`config.mk`:
```
export PLATFORM = sky130hd
export DESIGN_NAME = signed_radix_digit_formatter_top
export DESIGN_NICKNAME = d
export VERILOG_FILES = /design/src/rtl/srdf_pkg.sv /design/src/rtl/signed_radix_digit_formatter_top.sv
export SDC_FILE = /design/constraint.sdc
export NUM_CORES = 1
export LEC_CHECK = 0
export BUFFER_PORTS_ARGS = -buffer_cell sky130_fd_sc_hd__clkbuf_2
export CAP_MARGIN = 20
export CORE_UTILIZATION = 50
export DETAILED_ROUTE_END_ITERATION = 12
export PLACE_DENSITY = 0.67
export SLEW_MARGIN = 25
export SYNTH_ARGS = -nofsm -noshare
export SYNTH_HDL_FRONTEND = slang
export SYNTH_SLANG_ARGS = --single-unit
```
`constraint.sdc`:
```
create_clock -name clk -period 7.75 [get_ports clk]
set_input_delay 0.775 -clock clk [delete_from_list [all_inputs] [get_ports clk]]
set_output_delay 0.775 -clock clk [all_outputs]
set_load 0.01 [all_outputs]
```
`src/rtl/srdf_pkg.sv`:
```
// Shared constants and helpers for the signed radix digit formatter.
// Holds widths, ASCII codes and the digit-to-character mapping.
// No dependencies.
package srdf_pkg;

  // Magnitude width and the sizes that follow from it.
  localparam int MAG_WIDTH   = 32;
  localparam int BIT_CNT_W   = $clog2(MAG_WIDTH);
  localparam int DIGIT_CNT_W = $clog2(MAG_WIDTH + 1);

  // Radix register.
  localparam int          RADIX_W     = 6;
  localparam logic [5:0]  RADIX_MIN   = 6'd2;
  localparam logic [5:0]  RADIX_MAX   = 6'd36;
  localparam logic [5:0]  RADIX_RESET = 6'd10;

  // ASCII codes.
  localparam int          CHAR_W     = 7;
  localparam logic [6:0]  CHAR_PLUS  = 7'h2B;
  localparam logic [6:0]  CHAR_MINUS = 7'h2D;
  localparam logic [6:0]  CHAR_ZERO  = 7'h30;
  localparam logic [6:0]  CHAR_A     = 7'h41;
  localparam logic [5:0]  DEC_DIGITS = 6'd10;

  // Clamp a raw radix value into the supported range of 2 to 36.
  function automatic logic [5:0] clamp_radix(input logic [5:0] r);
    logic [5:0] res;
    if (r < RADIX_MIN) begin
      res = RADIX_MIN;
    end else if (r > RADIX_MAX) begin
      res = RADIX_MAX;
    end else begin
      res = r;
    end
    return res;
  endfunction

  // Map a digit value to its ASCII character: 0-9 then A-Z.
  function automatic logic [6:0] digit_char(input logic [5:0] d);
    logic [6:0] res;
    if (d < DEC_DIGITS) begin
      res = CHAR_ZERO + {1'b0, d};
    end else begin
      res = CHAR_A + {1'b0, d - DEC_DIGITS};
    end
    return res;
  endfunction

endpackage

```
`src/rtl/signed_radix_digit_formatter_top.sv`:
```
// Signed radix digit formatter, top level.
// Converts a signed integer to ASCII text with a bit-serial divider.
// Depends on srdf_pkg.
// Usage:
//   Configuration: radix_wdata is written into the radix register on a clock
//   edge where radix_we is high. Values below 2 act as base 2, values above
//   36 act as base 36. Write it only while busy is low.
//   Input: an item (value) is taken on a clock edge where start is high and
//   busy is low. busy stays high until the last character is on the outputs.
//   Output: each character appears on text_char for one cycle with strobe
//   high; last marks the final character of the number. The receiver cannot
//   stall, so every character is sent the cycle it is produced.
// Sequence:
//   The sign character comes out the cycle after start is taken. Each digit
//   is then computed in the one-bit-per-cycle restoring divider, and the D
//   digits (1 to 32) are sent back-to-back from a digit stack once the
//   quotient reaches zero.
// Reset:
//   rst (synchronous, active high) returns the block to idle, clears the
//   strobe and sets the radix to 10.
module signed_radix_digit_formatter_top
  import srdf_pkg::*;
(
  input  logic                  clk,
  input  logic                  rst,
  input  logic                  radix_we,
  input  logic [RADIX_W-1:0]    radix_wdata,
  input  logic                  start,
  input  logic signed [31:0]    value,
  output logic                  busy,
  output logic                  strobe,
  output logic [CHAR_W-1:0]     text_char,
  output logic                  last
);

  typedef enum logic [1:0] {
    ST_IDLE,
    ST_DIV,
    ST_EMIT
  } state_t;

  state_t                 state;
  logic [RADIX_W-1:0]     radix;
  logic [RADIX_W-1:0]     base;
  logic [MAG_WIDTH-1:0]   mag;
  logic [RADIX_W-1:0]     rem;
  logic [BIT_CNT_W-1:0]   bit_cnt;
  logic [DIGIT_CNT_W-1:0] digit_cnt;
  logic [RADIX_W-1:0]     stack [MAG_WIDTH];

  logic                   accept;
  logic [MAG_WIDTH-1:0]   mag_in;
  logic [RADIX_W:0]       rem_sh;
  logic [RADIX_W:0]       rem_diff;
  logic                   q_bit;
  logic [RADIX_W-1:0]     rem_next;
  logic [MAG_WIDTH-1:0]   mag_next;
  logic                   digit_done;
  logic                   push;
  logic                   pop;

  assign accept = start && (state == ST_IDLE);
  assign busy   = (state != ST_IDLE);

  // Magnitude as an unsigned value so the most negative input is exact.
  assign mag_in = value[31] ? MAG_WIDTH'(-{1'b0, value}) : MAG_WIDTH'(value);

  // One restoring-division step: bring in the next dividend bit.
  assign rem_sh   = {rem, mag[MAG_WIDTH-1]};
  assign rem_diff = rem_sh - {1'b0, base};
  assign q_bit    = (rem_sh >= {1'b0, base});
  assign rem_next = q_bit ? rem_diff[RADIX_W-1:0] : rem_sh[RADIX_W-1:0];
  assign mag_next = {mag[MAG_WIDTH-2:0], q_bit};

  assign digit_done = (state == ST_DIV) && (bit_cnt == BIT_CNT_W'(MAG_WIDTH - 1));
  assign push       = digit_done;
  assign pop        = (state == ST_EMIT);

  // Radix configuration register.
  always_ff @(posedge clk) begin
    if (rst) begin
      radix <= RADIX_RESET;
    end else if (radix_we) begin
      radix <= radix_wdata;
    end
  end

  // Control sequencer, divider registers and registered outputs.
  always_ff @(posedge clk) begin
    if (rst) begin
      state     <= ST_IDLE;
      strobe    <= 1'b0;
      digit_cnt <= '0;
      bit_cnt   <= '0;
    end else begin
      strobe <= 1'b0;
      unique case (state)
        ST_IDLE: begin
          if (accept) begin
            // Sign character goes out while the first digit is computed.
            strobe    <= 1'b1;
            text_char <= value[31] ? CHAR_MINUS : CHAR_PLUS;
            last      <= 1'b0;
            base      <= clamp_radix(radix);
            mag       <= mag_in;
            rem       <= '0;
            bit_cnt   <= '0;
            digit_cnt <= '0;
            state     <= ST_DIV;
          end
        end
        ST_DIV: begin
          mag     <= mag_next;
          bit_cnt <= bit_cnt + 1'b1;
          if (digit_done) begin
            // Remainder is the next digit; the quotient becomes the dividend.
            rem       <= '0;
            digit_cnt <= digit_cnt + 1'b1;
            if (mag_next == '0) begin
              state <= ST_EMIT;
            end
          end else begin
            rem <= rem_next;
          end
        end
        ST_EMIT: begin
          strobe    <= 1'b1;
          text_char <= digit_char(stack[0]);
          last      <= (digit_cnt == DIGIT_CNT_W'(1));
          digit_cnt <= digit_cnt - 1'b1;
          if (digit_cnt == DIGIT_CNT_W'(1)) begin
            state <= ST_IDLE;
          end
        end
        default: begin
          state <= ST_IDLE;
        end
      endcase
    end
  end

  // Digit stack: digits arrive least significant first and leave from the top.
  always_ff @(posedge clk) begin
    if (push) begin
      stack[0] <= rem_next;
      for (int i = 1; i < MAG_WIDTH; i++) begin
        stack[i] <= stack[i-1];
      end
    end else if (pop) begin
      for (int i = 0; i < MAG_WIDTH - 1; i++) begin
        stack[i] <= stack[i+1];
      end
      stack[MAG_WIDTH-1] <= '0;
    end
  end

endmodule

```
==> flow_metrics.tcl, run 1 <==
set metrics [dict create \
    die-area_mm2 0.02588 \
    track_usage 0.1687 \
    fmax_mhz 325.7 \
    core_region_area_mm2 0.02453 \
    drcViolationCount 0 \
    ys_async_sr_fraction 0 \
    layout_common_cells "edfxtp_1 (244), mux2_2 (184), nand2_1 (58)" \
    num_rows 57 \
    slew_headroom 0.3034 \
    end_kind "flip-flop" \
    overflow 0 \
    synthesis.area_mm2 0.01262 \
    grt_max_degree 193 \
    synth_edf_count 244 \
    dp_hpwl_um 13470 \
    arrival_ns 3.22 \
    clock_power_share 0.380 \
    worst_slew_pin_slew_ns 1.045 \
    clock_skew_ns 0.007240 \
    clockRootBuffer "clkbuf_16" \
    syn_avg_cell_area_um2 14.04 \
    yosysWarnings 0 \
    outcome "finished, final reports clean" \
    synth_seq_area_share 0.6124 \
    area_delta_synth_final_pct 12.09 \
    synthDistinctLibCells 60 \
    crit_required_ns 7.90 \
    avgRoutedWirePerCell_um 16.62 \
    cts.sinks 264 \
    cap_violations 0 \
    cts_buffers 29 \
    synth_ff_type "edfxtp_1" \
    rsz0062_at_grt "false" \
    power_switching_uw 883.0 \
    dr.first_iter.drc_count 429 \
    gp_congestion 0.8235 \
    portBuffers 51 \
    final_hold_viol_count 0 \
    path_clk_slew_ns 0.06 \
    sw_frac_of_total 0.2523 \
    clockBufferDepth 3 \
    dr.pass1.iters 5 \
    cts_hold_buf 0 \
    antenna_found_initial 0 \
    start_util 0.5143 \
    synth_nets 962 \
    crit_fanout 192 \
    finalSetupViolCount 0 \
    p_seq_frac 0.485 \
    tns_ns 0 \
    final_common_cell "edfxtp_1" \
    post_cts_resized 0 \
    period_minus_slack_ns 3.071 \
    peakVddDrop_mv 0.1766 \
    fin_crit_sh 0.3962 \
    pin_count 52 \
    ys_ff_latch 264 \
    cp-start-kind "flip-flop" \
    ctsHtreeMaxLevel 1 \
    combinationalPowerShare 0.135 \
    power_uw 3500 \
    p_per_area_mw_per_mm2 247.4 \
    grt_first_pass_wirelength_um 35700 \
    p_leak_uw 0.004806 \
    hold_class "primary input to flip-flop" \
    die_w_um 160.9 \
    cts_tree "done" \
    layout.nets 1003 \
    wirelength_um 21390 \
    cts_setup_buffers 0 \
    vias 7173 \
    drive_above_1_share 0.3146 \
    drtAntennaViolNets 0 \
    p_int_uw 2617 \
    avgViaCountPerCell 5.573 \
    final_max_slew_viol_count 0 \
    reg2reg_slack_ns 4.68 \
    grt_pass1_vias 6984 \
    clk_latency_ns 0.53 \
    critPathKind "flip-flop to flip-flop" \
    syn_inst 899 \
    die_h_um 160.9 \
    insertedDiodeCount 0 \
]
==> path summary, 6_finish.rpt <==
path             startpoint  cells past startpoint           end
max              bit_cnt[0]                      6  stack[20][2]
min          radix_wdata[3]                      2      radix[3]
max reg2reg      bit_cnt[0]                      6  stack[20][2]
min reg2reg    digit_cnt[5]                      2  digit_cnt[5]
==> metal layers <==
| metal | track usage | vias to the layer above | share of wire | wire, um |
|---|---|---|---|---|
| met5 | 0 | - | 0 | 0 |
| met4 | 0.05103 | 0 | 0.024 | 506 |
| met3 | 0.02686 | 34 | 0.045 | 958 |
| met2 | 0.2618 | 161 | 0.46 | 9805 |
| met1 | 0.2445 | 3471 | 0.47 | 10120 |
| li1 | - | 3507 | - | - |
==> cells by family after synthesis <==
family | Yosys count | share of synthesized area
simple gates | 177 | 0.07209
compound gates | 121 | 0.06455
fa+ha+maj | 21 | 0.02142
flops | 264 | 0.6124
buf+inv | 74 | 0.02300
mux | 201 | 0.1781
xor+xnor | 41 | 0.02846
==> power groups by stage <==
stage / Sequential, uW / Clock, uW / Combinational (uW)
after CTS: 1700 / 1370 / 472
after detailed placement: 1730 / 0 / 471
final: 1700 / 1330 / 472
after global routing: 1710 / 1420 / 529
after global placement: 1730 / 0 / 453
after floorplan: 1720 / 0 / 337
==> stage by stage <==
step | util | instances | hold slack, ns | setup slack, ns | area, um^2
2_1_floorplan | - | 899 | 0.4495 | 1.038 | 12620
3_3_place_gp | 0.5371 | 1232 | 0.4702 | 4.526 | 13180
3_5_place_dp | 0.5383 | 1233 | 0.4740 | 4.462 | 13210
4_1_cts | 0.5761 | 1287 | 0.4225 | 4.458 | 14130
5_1_grt | 0.5765 | 1287 | 0.4271 | 4.478 | 14140
6_report | 0.5765 | 1287 | 0.4450 | 4.679 | 14140
==> layout make-up <==
class,count,area (um^2)
Fill cell,2012,10390
Sequential cell,264,7727
Multi-Input combinational cell,561,4647
Clock buffer,31,733.2
Tap cell,324,405.4
Timing Repair Buffer,57,332.8
Clock inverter,23,196.4
Inverter,27,101.3
==> state kept, by name, indices dropped and copies added, names as in the netlist, 2 cells and up <==
| name | count |
|---|---|
| base | 6 |
| bit_cnt | 5 |
| stack | 192 |
| state | 2 |
| digit_cnt | 6 |
| rem | 6 |
| text_char | 7 |
| radix | 6 |
| mag | 32 |
==> critical path: stages, from the launching register on <==
cell      delay (ns)
dfxtp_1         0.36
ha_1            0.20
and3_1          0.17
ha_1            0.47
nand2_8         0.42
nand2b_4        0.21
buf_12          0.64
==> cells in the mapped netlist (14+ instances only) <==
cell type / number / area [um^2]
a21oi_1: 20 / 100.1
clkbuf_1: 34 / 127.6
dfxtp_1: 20 / 400.4
edfxtp_1: 244 / 7327
ha_1: 20 / 250.2
inv_1: 27 / 101.4
mux2_2: 184 / 2072
mux2i_1: 16 / 160.2
nand2_1: 59 / 221.5
nor2_1: 32 / 120.1
o21ai_0: 46 / 230.2
xnor2_1: 14 / 122.6
xor2_1: 27 / 236.5
Note: power is estimated with default switching activity, not from simulation.
==> run 2, diff against run 1 <==
--- a/config.mk
+++ b/config.mk
@@ -9,7 +9,7 @@
 export CAP_MARGIN = 20
 export CORE_UTILIZATION = 50
 export DETAILED_ROUTE_END_ITERATION = 12
-export PLACE_DENSITY = 0.67
+export PLACE_DENSITY = 0.69
 export SLEW_MARGIN = 25
 export SYNTH_ARGS = -nofsm -noshare
 export SYNTH_HDL_FRONTEND = slang
==> constraint.sdc (replaced) <==
create_clock -name clk -period 2.54 [get_ports clk]
set_input_delay 0.254 -clock clk [delete_from_list [all_inputs] [get_ports clk]]
set_output_delay 0.254 -clock clk [all_outputs]
set_load 0.01 [all_outputs]
==> run 2 against run 1 <==
  * Clock-buffer cell count increased by 3
  * Sequential power rose to 3.0 times the previous value
  * Largest power group unchanged
  * Combinational power increased to 3.2 times the previous value
  * Final cell count increased by 1.3%
  * Wire length is 0.92% lower
  * Hold slack worse by 0.34 ns
  * Clock power rose to 2.9 times the previous value
  * Utilization is 0.69 points higher
==> flow_metrics.tcl, run 2 (synthesis gave the netlist of run 1 again) <==
set metrics [dict create \
    outcome "finished, final reports clean" \
    reg2reg_from "rem[1]" \
    dr.first_iter.drc_count 579 \
    period_minus_slack_ns 2.262 \
    finalSetupViolCount 0 \
    slew_headroom 0.5270 \
    layout.nets 1024 \
    insertedDiodeCount 0 \
    grt_max_degree 100 \
    hold_class "primary input to flip-flop" \
    cap_violations 0 \
    die_h_um 160.9 \
    path_clk_slew_ns 0.06 \
    rsz0062_at_grt "false" \
    wirelength_um 21200 \
    core_region_area_mm2 0.02453 \
    p_per_area_mw_per_mm2 734.6 \
    pin_count 52 \
    ff2ff_path_depth 6 \
    dr.pass1.iters 5 \
    crit_fanout 6 \
    avgViaCountPerCell 5.539 \
    post_cts_resized 0 \
    overflow 0 \
    cp-start-kind "flip-flop" \
    holdPathEnd "radix[3]" \
    cts_tree "done" \
    reg2reg_slack_ns 0.28 \
    drive_above_1_share 0.3214 \
    portBuffers 51 \
    crit_slowest_cell "edfxtp_1" \
    cts_setup_buffers 0 \
    peakVddDrop_mv 0.5267 \
    final_max_slew_viol_count 0 \
    layout.area.seq_mm2 0.007730 \
    grt_first_pass_wirelength_um 35650 \
    avgRoutedWirePerCell_um 16.26 \
    antenna_found_initial 0 \
    r2r-end "stack[0][2]" \
    area_delta_synth_final_pct 13.43 \
    p_leak_uw 0.004883 \
    layout_common_cells "edfxtp_1 (244), mux2_2 (184), nand2_1 (58)" \
    cp_slowest_stage_delay_ns 0.42 \
    final_cells 1304 \
    gp_congestion 0.8477 \
    grt_pass1_vias 7057 \
    clockRootBuffer "clkbuf_16" \
    ctsHtreeMaxLevel 1 \
    startpoint "rem[1]" \
    critPathKind "flip-flop to flip-flop" \
    num_rows 57 \
    place_inst 1249 \
    crit_required_ns 2.82 \
    hp-start "radix_we" \
    start_util 0.5143 \
    dp_hpwl_um 13550 \
    final_common_cell "edfxtp_1" \
    cts_buffers 27 \
    clock_skew_ns 0.02230 \
    holdPathStages 2 \
    largest_reg_flops 192 \
    die-area_mm2 0.02588 \
    end_kind "flip-flop" \
    tns_ns 0 \
    drtAntennaViolNets 0 \
    clockBufferDepth 3 \
    cts.sinks 264 \
    die_w_um 160.9 \
    final_cell_area_mm2 0.01431 \
    top_regs "stack: 192 flops, mag: 32 flops, text_char: 7 flops" \
    track_usage 0.1669 \
    final_hold_viol_count 0 \
    fmax_mhz 442.0 \
    cp_common_cell "mux2_2" \
    arrival_ns 2.54 \
    top_register "stack" \
    drcViolationCount 0 \
    multi_input_area_mm2 0.004668 \
    clk_latency_ns 0.52 \
    fin_crit_sh 0.8907 \
    placed_area_mm2 0.01340 \
    worst_slew_pin_slew_ns 0.7096 \
    fillCellCount 1983 \
    crit_chain "ha_1, nand2_1, o21ai_0, a41o_1, mux2_2, mux2_2" \
    vias 7223 \
]
## run 2: changes by cell type in the layout (fill, tap and decap cells not counted), sizes merged
cell / previous run / this run
clkinvlp: 1 / 0
buf: 6 / 22
inv: 29 / 27
clkbuf: 82 / 85
dlygate4sd3: 0 / 7
clkinv: 17 / 11
## run 2: how the worst max path moves through the flow
stage | to | slack (ns) | depth (start not counted)
3_5_place_dp | mag[31] | 0.25 | 5
5_1_grt | digit_cnt[5] | 0.18 | 8
6_report | stack[0][2] | 0.28 | 6
4_1_cts | stack[0][2] | 0.29 | 6
3_3_place_gp | mag[31] | 0.25 | 5
2_1_floorplan | stack[0][0] | -0.47 | 8
## run 2: per-stage QoR
stage | utilization | hold slack [ns] | worst slack (ns) | power [uW]
after floorplan | - | 0.3327 | -0.4727 | 6272
after global placement | 0.5462 | 0.4659 | 0.2455 | 6740
after detailed placement | 0.5462 | 0.4688 | 0.2483 | 6776
after CTS | 0.5834 | 0.08884 | 0.2872 | 10610
after global routing | 0.5834 | 0.1222 | 0.1791 | 10960
final | 0.5834 | 0.1078 | 0.2777 | 10510
## run 2: power by group
part	switching, uW	internal [uW]	leakage, uW
Sequential	122	5050	0.00236
Clock	1560	2250	0.000410
Combinational	934	598	0.00211
Total	2610	7900	0.00488
## run 2: cell type report
type / count / area share
multi-input combinational: 561 / 0.3262
tap: 324 / 0.02832
inverter: 27 / 0.007081
clock inverter: 14 / 0.009791
timing repair buffer: 80 / 0.03951
sequential: 264 / 0.5401
clock buffer: 34 / 0.04904
## run 2: critical path, delay by kind of cell (launching register included)
kind | cells | cell delay, ns
AO/OA/AOI/OAI | 2 | 0.52
adder cells (fa/ha/maj) | 1 | 0.40
flip-flops | 1 | 0.42
multiplexers | 2 | 0.62
AND/OR/NAND/NOR | 1 | 0.06
## run 2: timing repair
item	4_1_cts	5_1_grt
hold buffers	7	0
endpoints found under the hold margin	7	0
endpoints found under the setup margin	0	0
## run 2: per-layer routing
layer,routed length (um),share of wire,global-route usage
met3,728,0.034,0.02454
met2,9557,0.45,0.2610
met1,10510,0.50,0.2455
met4,405,0.019,0.04031
met5,0,0,0
==> run 3, diff against run 2 <==
--- a/config.mk
+++ b/config.mk
@@ -5,11 +5,12 @@
 export SDC_FILE = /design/constraint.sdc
 export NUM_CORES = 1
 export LEC_CHECK = 0
+export ABC_AREA = 1
 export BUFFER_PORTS_ARGS = -buffer_cell sky130_fd_sc_hd__clkbuf_2
 export CAP_MARGIN = 20
-export CORE_UTILIZATION = 50
+export CORE_UTILIZATION = 56
 export DETAILED_ROUTE_END_ITERATION = 12
-export PLACE_DENSITY = 0.69
+export PLACE_DENSITY = 0.76
 export SLEW_MARGIN = 25
 export SYNTH_ARGS = -nofsm -noshare
 export SYNTH_HDL_FRONTEND = slang
==> run 3 against run 2 <==
  * Sequential power increased by 26%
  * Power increased by 33%
  * Area after synthesis increased by 1.2%
  * Fmax decreased by 1.9%
  * Via count increased by 26%
  * Non-clock buffer count increased by 3
  * First-iteration DRC count increased by 21%
  * Largest power group unchanged
  * Sequential share of layout area decreased by 0.45 points
==> flow_metrics.tcl, run 3 <==
set metrics [dict create \
    insertedDiodeCount 0 \
    post_cts_resized 0 \
    fin_util 0.6532 \
    tns_ns 0 \
    clock_skew_ns 0.01038 \
    p_leak_uw 0.005801 \
    start_util 0.5782 \
    clockBufferDepth 3 \
    dr.pass1.iters 8 \
    synthTopCellsByCount "nand2_1 (313), edfxtp_1 (244), o21ai_0 (166)" \
    num_rows 54 \
    clk_latency_ns 0.53 \
    avgViaCountPerCell 5.383 \
    finalSetupViolCount 0 \
    crit_fanout 12 \
    synth_seq_area_share 0.6050 \
    cts_setup_buffers 0 \
    cts_hold_buf 9 \
    place_inst 1634 \
    slew_headroom 0.6542 \
    worst_slew_pin_slew_ns 0.5167 \
    cts_tree "done" \
    critPathKind "flip-flop to flip-flop" \
    ff2ff_path_depth 10 \
    ys_ff_latch 264 \
    startpoint "rem[1]" \
    largest_reg_flops 192 \
    yosysMostFrequentCell "nand2_1" \
    die_h_um 153.0 \
    r2r-end "stack[0][5]" \
    antenna_found_initial 0 \
    path_clk_slew_ns 0.06 \
    outcome "finished, final reports clean" \
    pin_count 52 \
    ctsHtreeMaxLevel 1 \
    final_max_slew_viol_count 0 \
    final_hold_viol_count 0 \
    synth_nets 1399 \
    rsz0062_at_grt "false" \
    gp_congestion 0.8873 \
    die_w_um 153.0 \
    arrival_ns 2.60 \
    dp_hpwl_um 16030 \
    fin_crit_sh 0.9076 \
    ys_async_sr_fraction 0 \
    drcViolationCount 0 \
    clockRootBuffer "clkbuf_16" \
    endpoint "stack[0][5]" \
    layout_common_cells "nand2_1 (311), edfxtp_1 (244), o21ai_0 (166)" \
    syn_avg_cell_area_um2 9.561 \
    area_delta_synth_final_pct 12.98 \
    top_register "stack" \
    period_minus_slack_ns 2.305 \
    cap_violations 0 \
    core_region_area_mm2 0.02209 \
    synthesis.area_mm2 0.01277 \
    top_regs "stack: 192 flops, mag: 32 flops, text_char: 7 flops" \
    p_per_area_mw_per_mm2 971.8 \
    end_kind "flip-flop" \
    synth_edf_count 244 \
    synthDistinctLibCells 42 \
    yosysWarnings 0 \
    fillCellCount 1658 \
    portBuffers 51 \
    cts.sinks 264 \
    wirelength_um 24360 \
    reg2reg_from "rem[1]" \
    drtAntennaViolNets 0 \
    die-area_mm2 0.02342 \
    grt_first_pass_wirelength_um 40230 \
    avgRoutedWirePerCell_um 14.37 \
    vias 9125 \
    syn_inst 1336 \
    cts_buffers 28 \
    hold_class "primary input to flip-flop" \
    crit_required_ns 2.83 \
    drive_above_1_share 0.1124 \
    synthTopCellsByArea "edfxtp_1 (57%), nand2_1 (9.2%), o21ai_0 (6.5%)" \
    synth_ff_type "edfxtp_1" \
    netlist.area_leader.share 0.5736 \
    dr.first_iter.drc_count 702 \
    layout.nets 1456 \
    grt_max_degree 119 \
    reg2reg_slack_ns 0.23 \
    track_usage 0.2078 \
    peakVddDrop_mv 0.7735 \
    fmax_mhz 433.8 \
    final_common_cell "nand2_1" \
    grt_pass1_vias 8587 \
    final_cells 1695 \
    cp-start-kind "flip-flop" \
    yosysTopAreaCell "edfxtp_1" \
    overflow 0 \
]
[run 3: through the flow]
step	hold WS, ns	instance area (um^2)	setup slack, ns	total power, uW
finish	0.05002	14430	0.2346	14020
detailed placement	0.4495	13470	0.3118	10200
global placement	0.4436	13470	0.3882	10050
global route	0.05175	14430	0.09786	14800
floorplan	0.3250	12820	0.02903	9096
CTS	0.03213	14430	0.2877	14130
[run 3: critical path, stage by stage (launching register included)]
cell      delay [ns]
edfxtp_1        0.40
ha_1            0.36
nand2_1         0.08
nand2_1         0.06
nor2_2          0.16
nor2_1          0.05
nor2_1          0.26
inv_1           0.26
or2_1           0.29
nand3_1         0.08
nand2_1         0.05
[run 3: cells by family (layout without fill, tap and decap cells)]
kind of cell / after synthesis / count (layout) / share of synthesized area
and+or+nand+nor: 540 / 540 / 0.1717
DFF: 264 / 264 / 0.6050
AOI/OAI and AO/OA: 261 / 261 / 0.1072
buffers and inverters: 216 / 295 / 0.06680
muxes: 25 / 25 / 0.02204
adders and majority gates: 21 / 21 / 0.02116
xor gates and xnor gates: 9 / 9 / 0.006171
[run 3: power breakdown]
group | leakage, uW | total (uW) | switching, uW | internal (uW)
sequential | 0.00241 | 6510 | 350 | 6160
clock | 0.000426 | 3890 | 1630 | 2270
combinational | 0.00297 | 3620 | 2440 | 1180
total | 0.00580 | 14000 | 4410 | 9610
[run 3: cell type report]
class,instances,area [um^2],area share
Inverter,160,605.6,0.04196
Clock inverter,18,125.1,0.008670
Multi-Input combinational cell,856,4247,0.2943
Tap cell,280,350.3,0.02428
Timing Repair Buffer,83,630.6,0.04370
Sequential cell,264,7729,0.5355
Clock buffer,34,744.5,0.05159
[run 3: worst min-delay path by stage]
stage,start,endpoint,slack [ns],cells past startpoint
floorplan,rst,bit_cnt[0],0.33,1
global placement,bit_cnt[0],bit_cnt[0],0.44,1
detailed placement,bit_cnt[0],bit_cnt[0],0.45,1
CTS,radix_we,radix[5],0.03,3
global route,radix_we,radix[5],0.05,3
finish,radix_we,radix[5],0.05,3
[run 3: routing by layer]
layer,track usage,routed length (um),vias up
met3,0.02920,1125,29
met4,0.04570,389,0
met2,0.3472,11740,200
met5,0,0,-
met1,0.2898,11110,4287
li1,-,-,4609
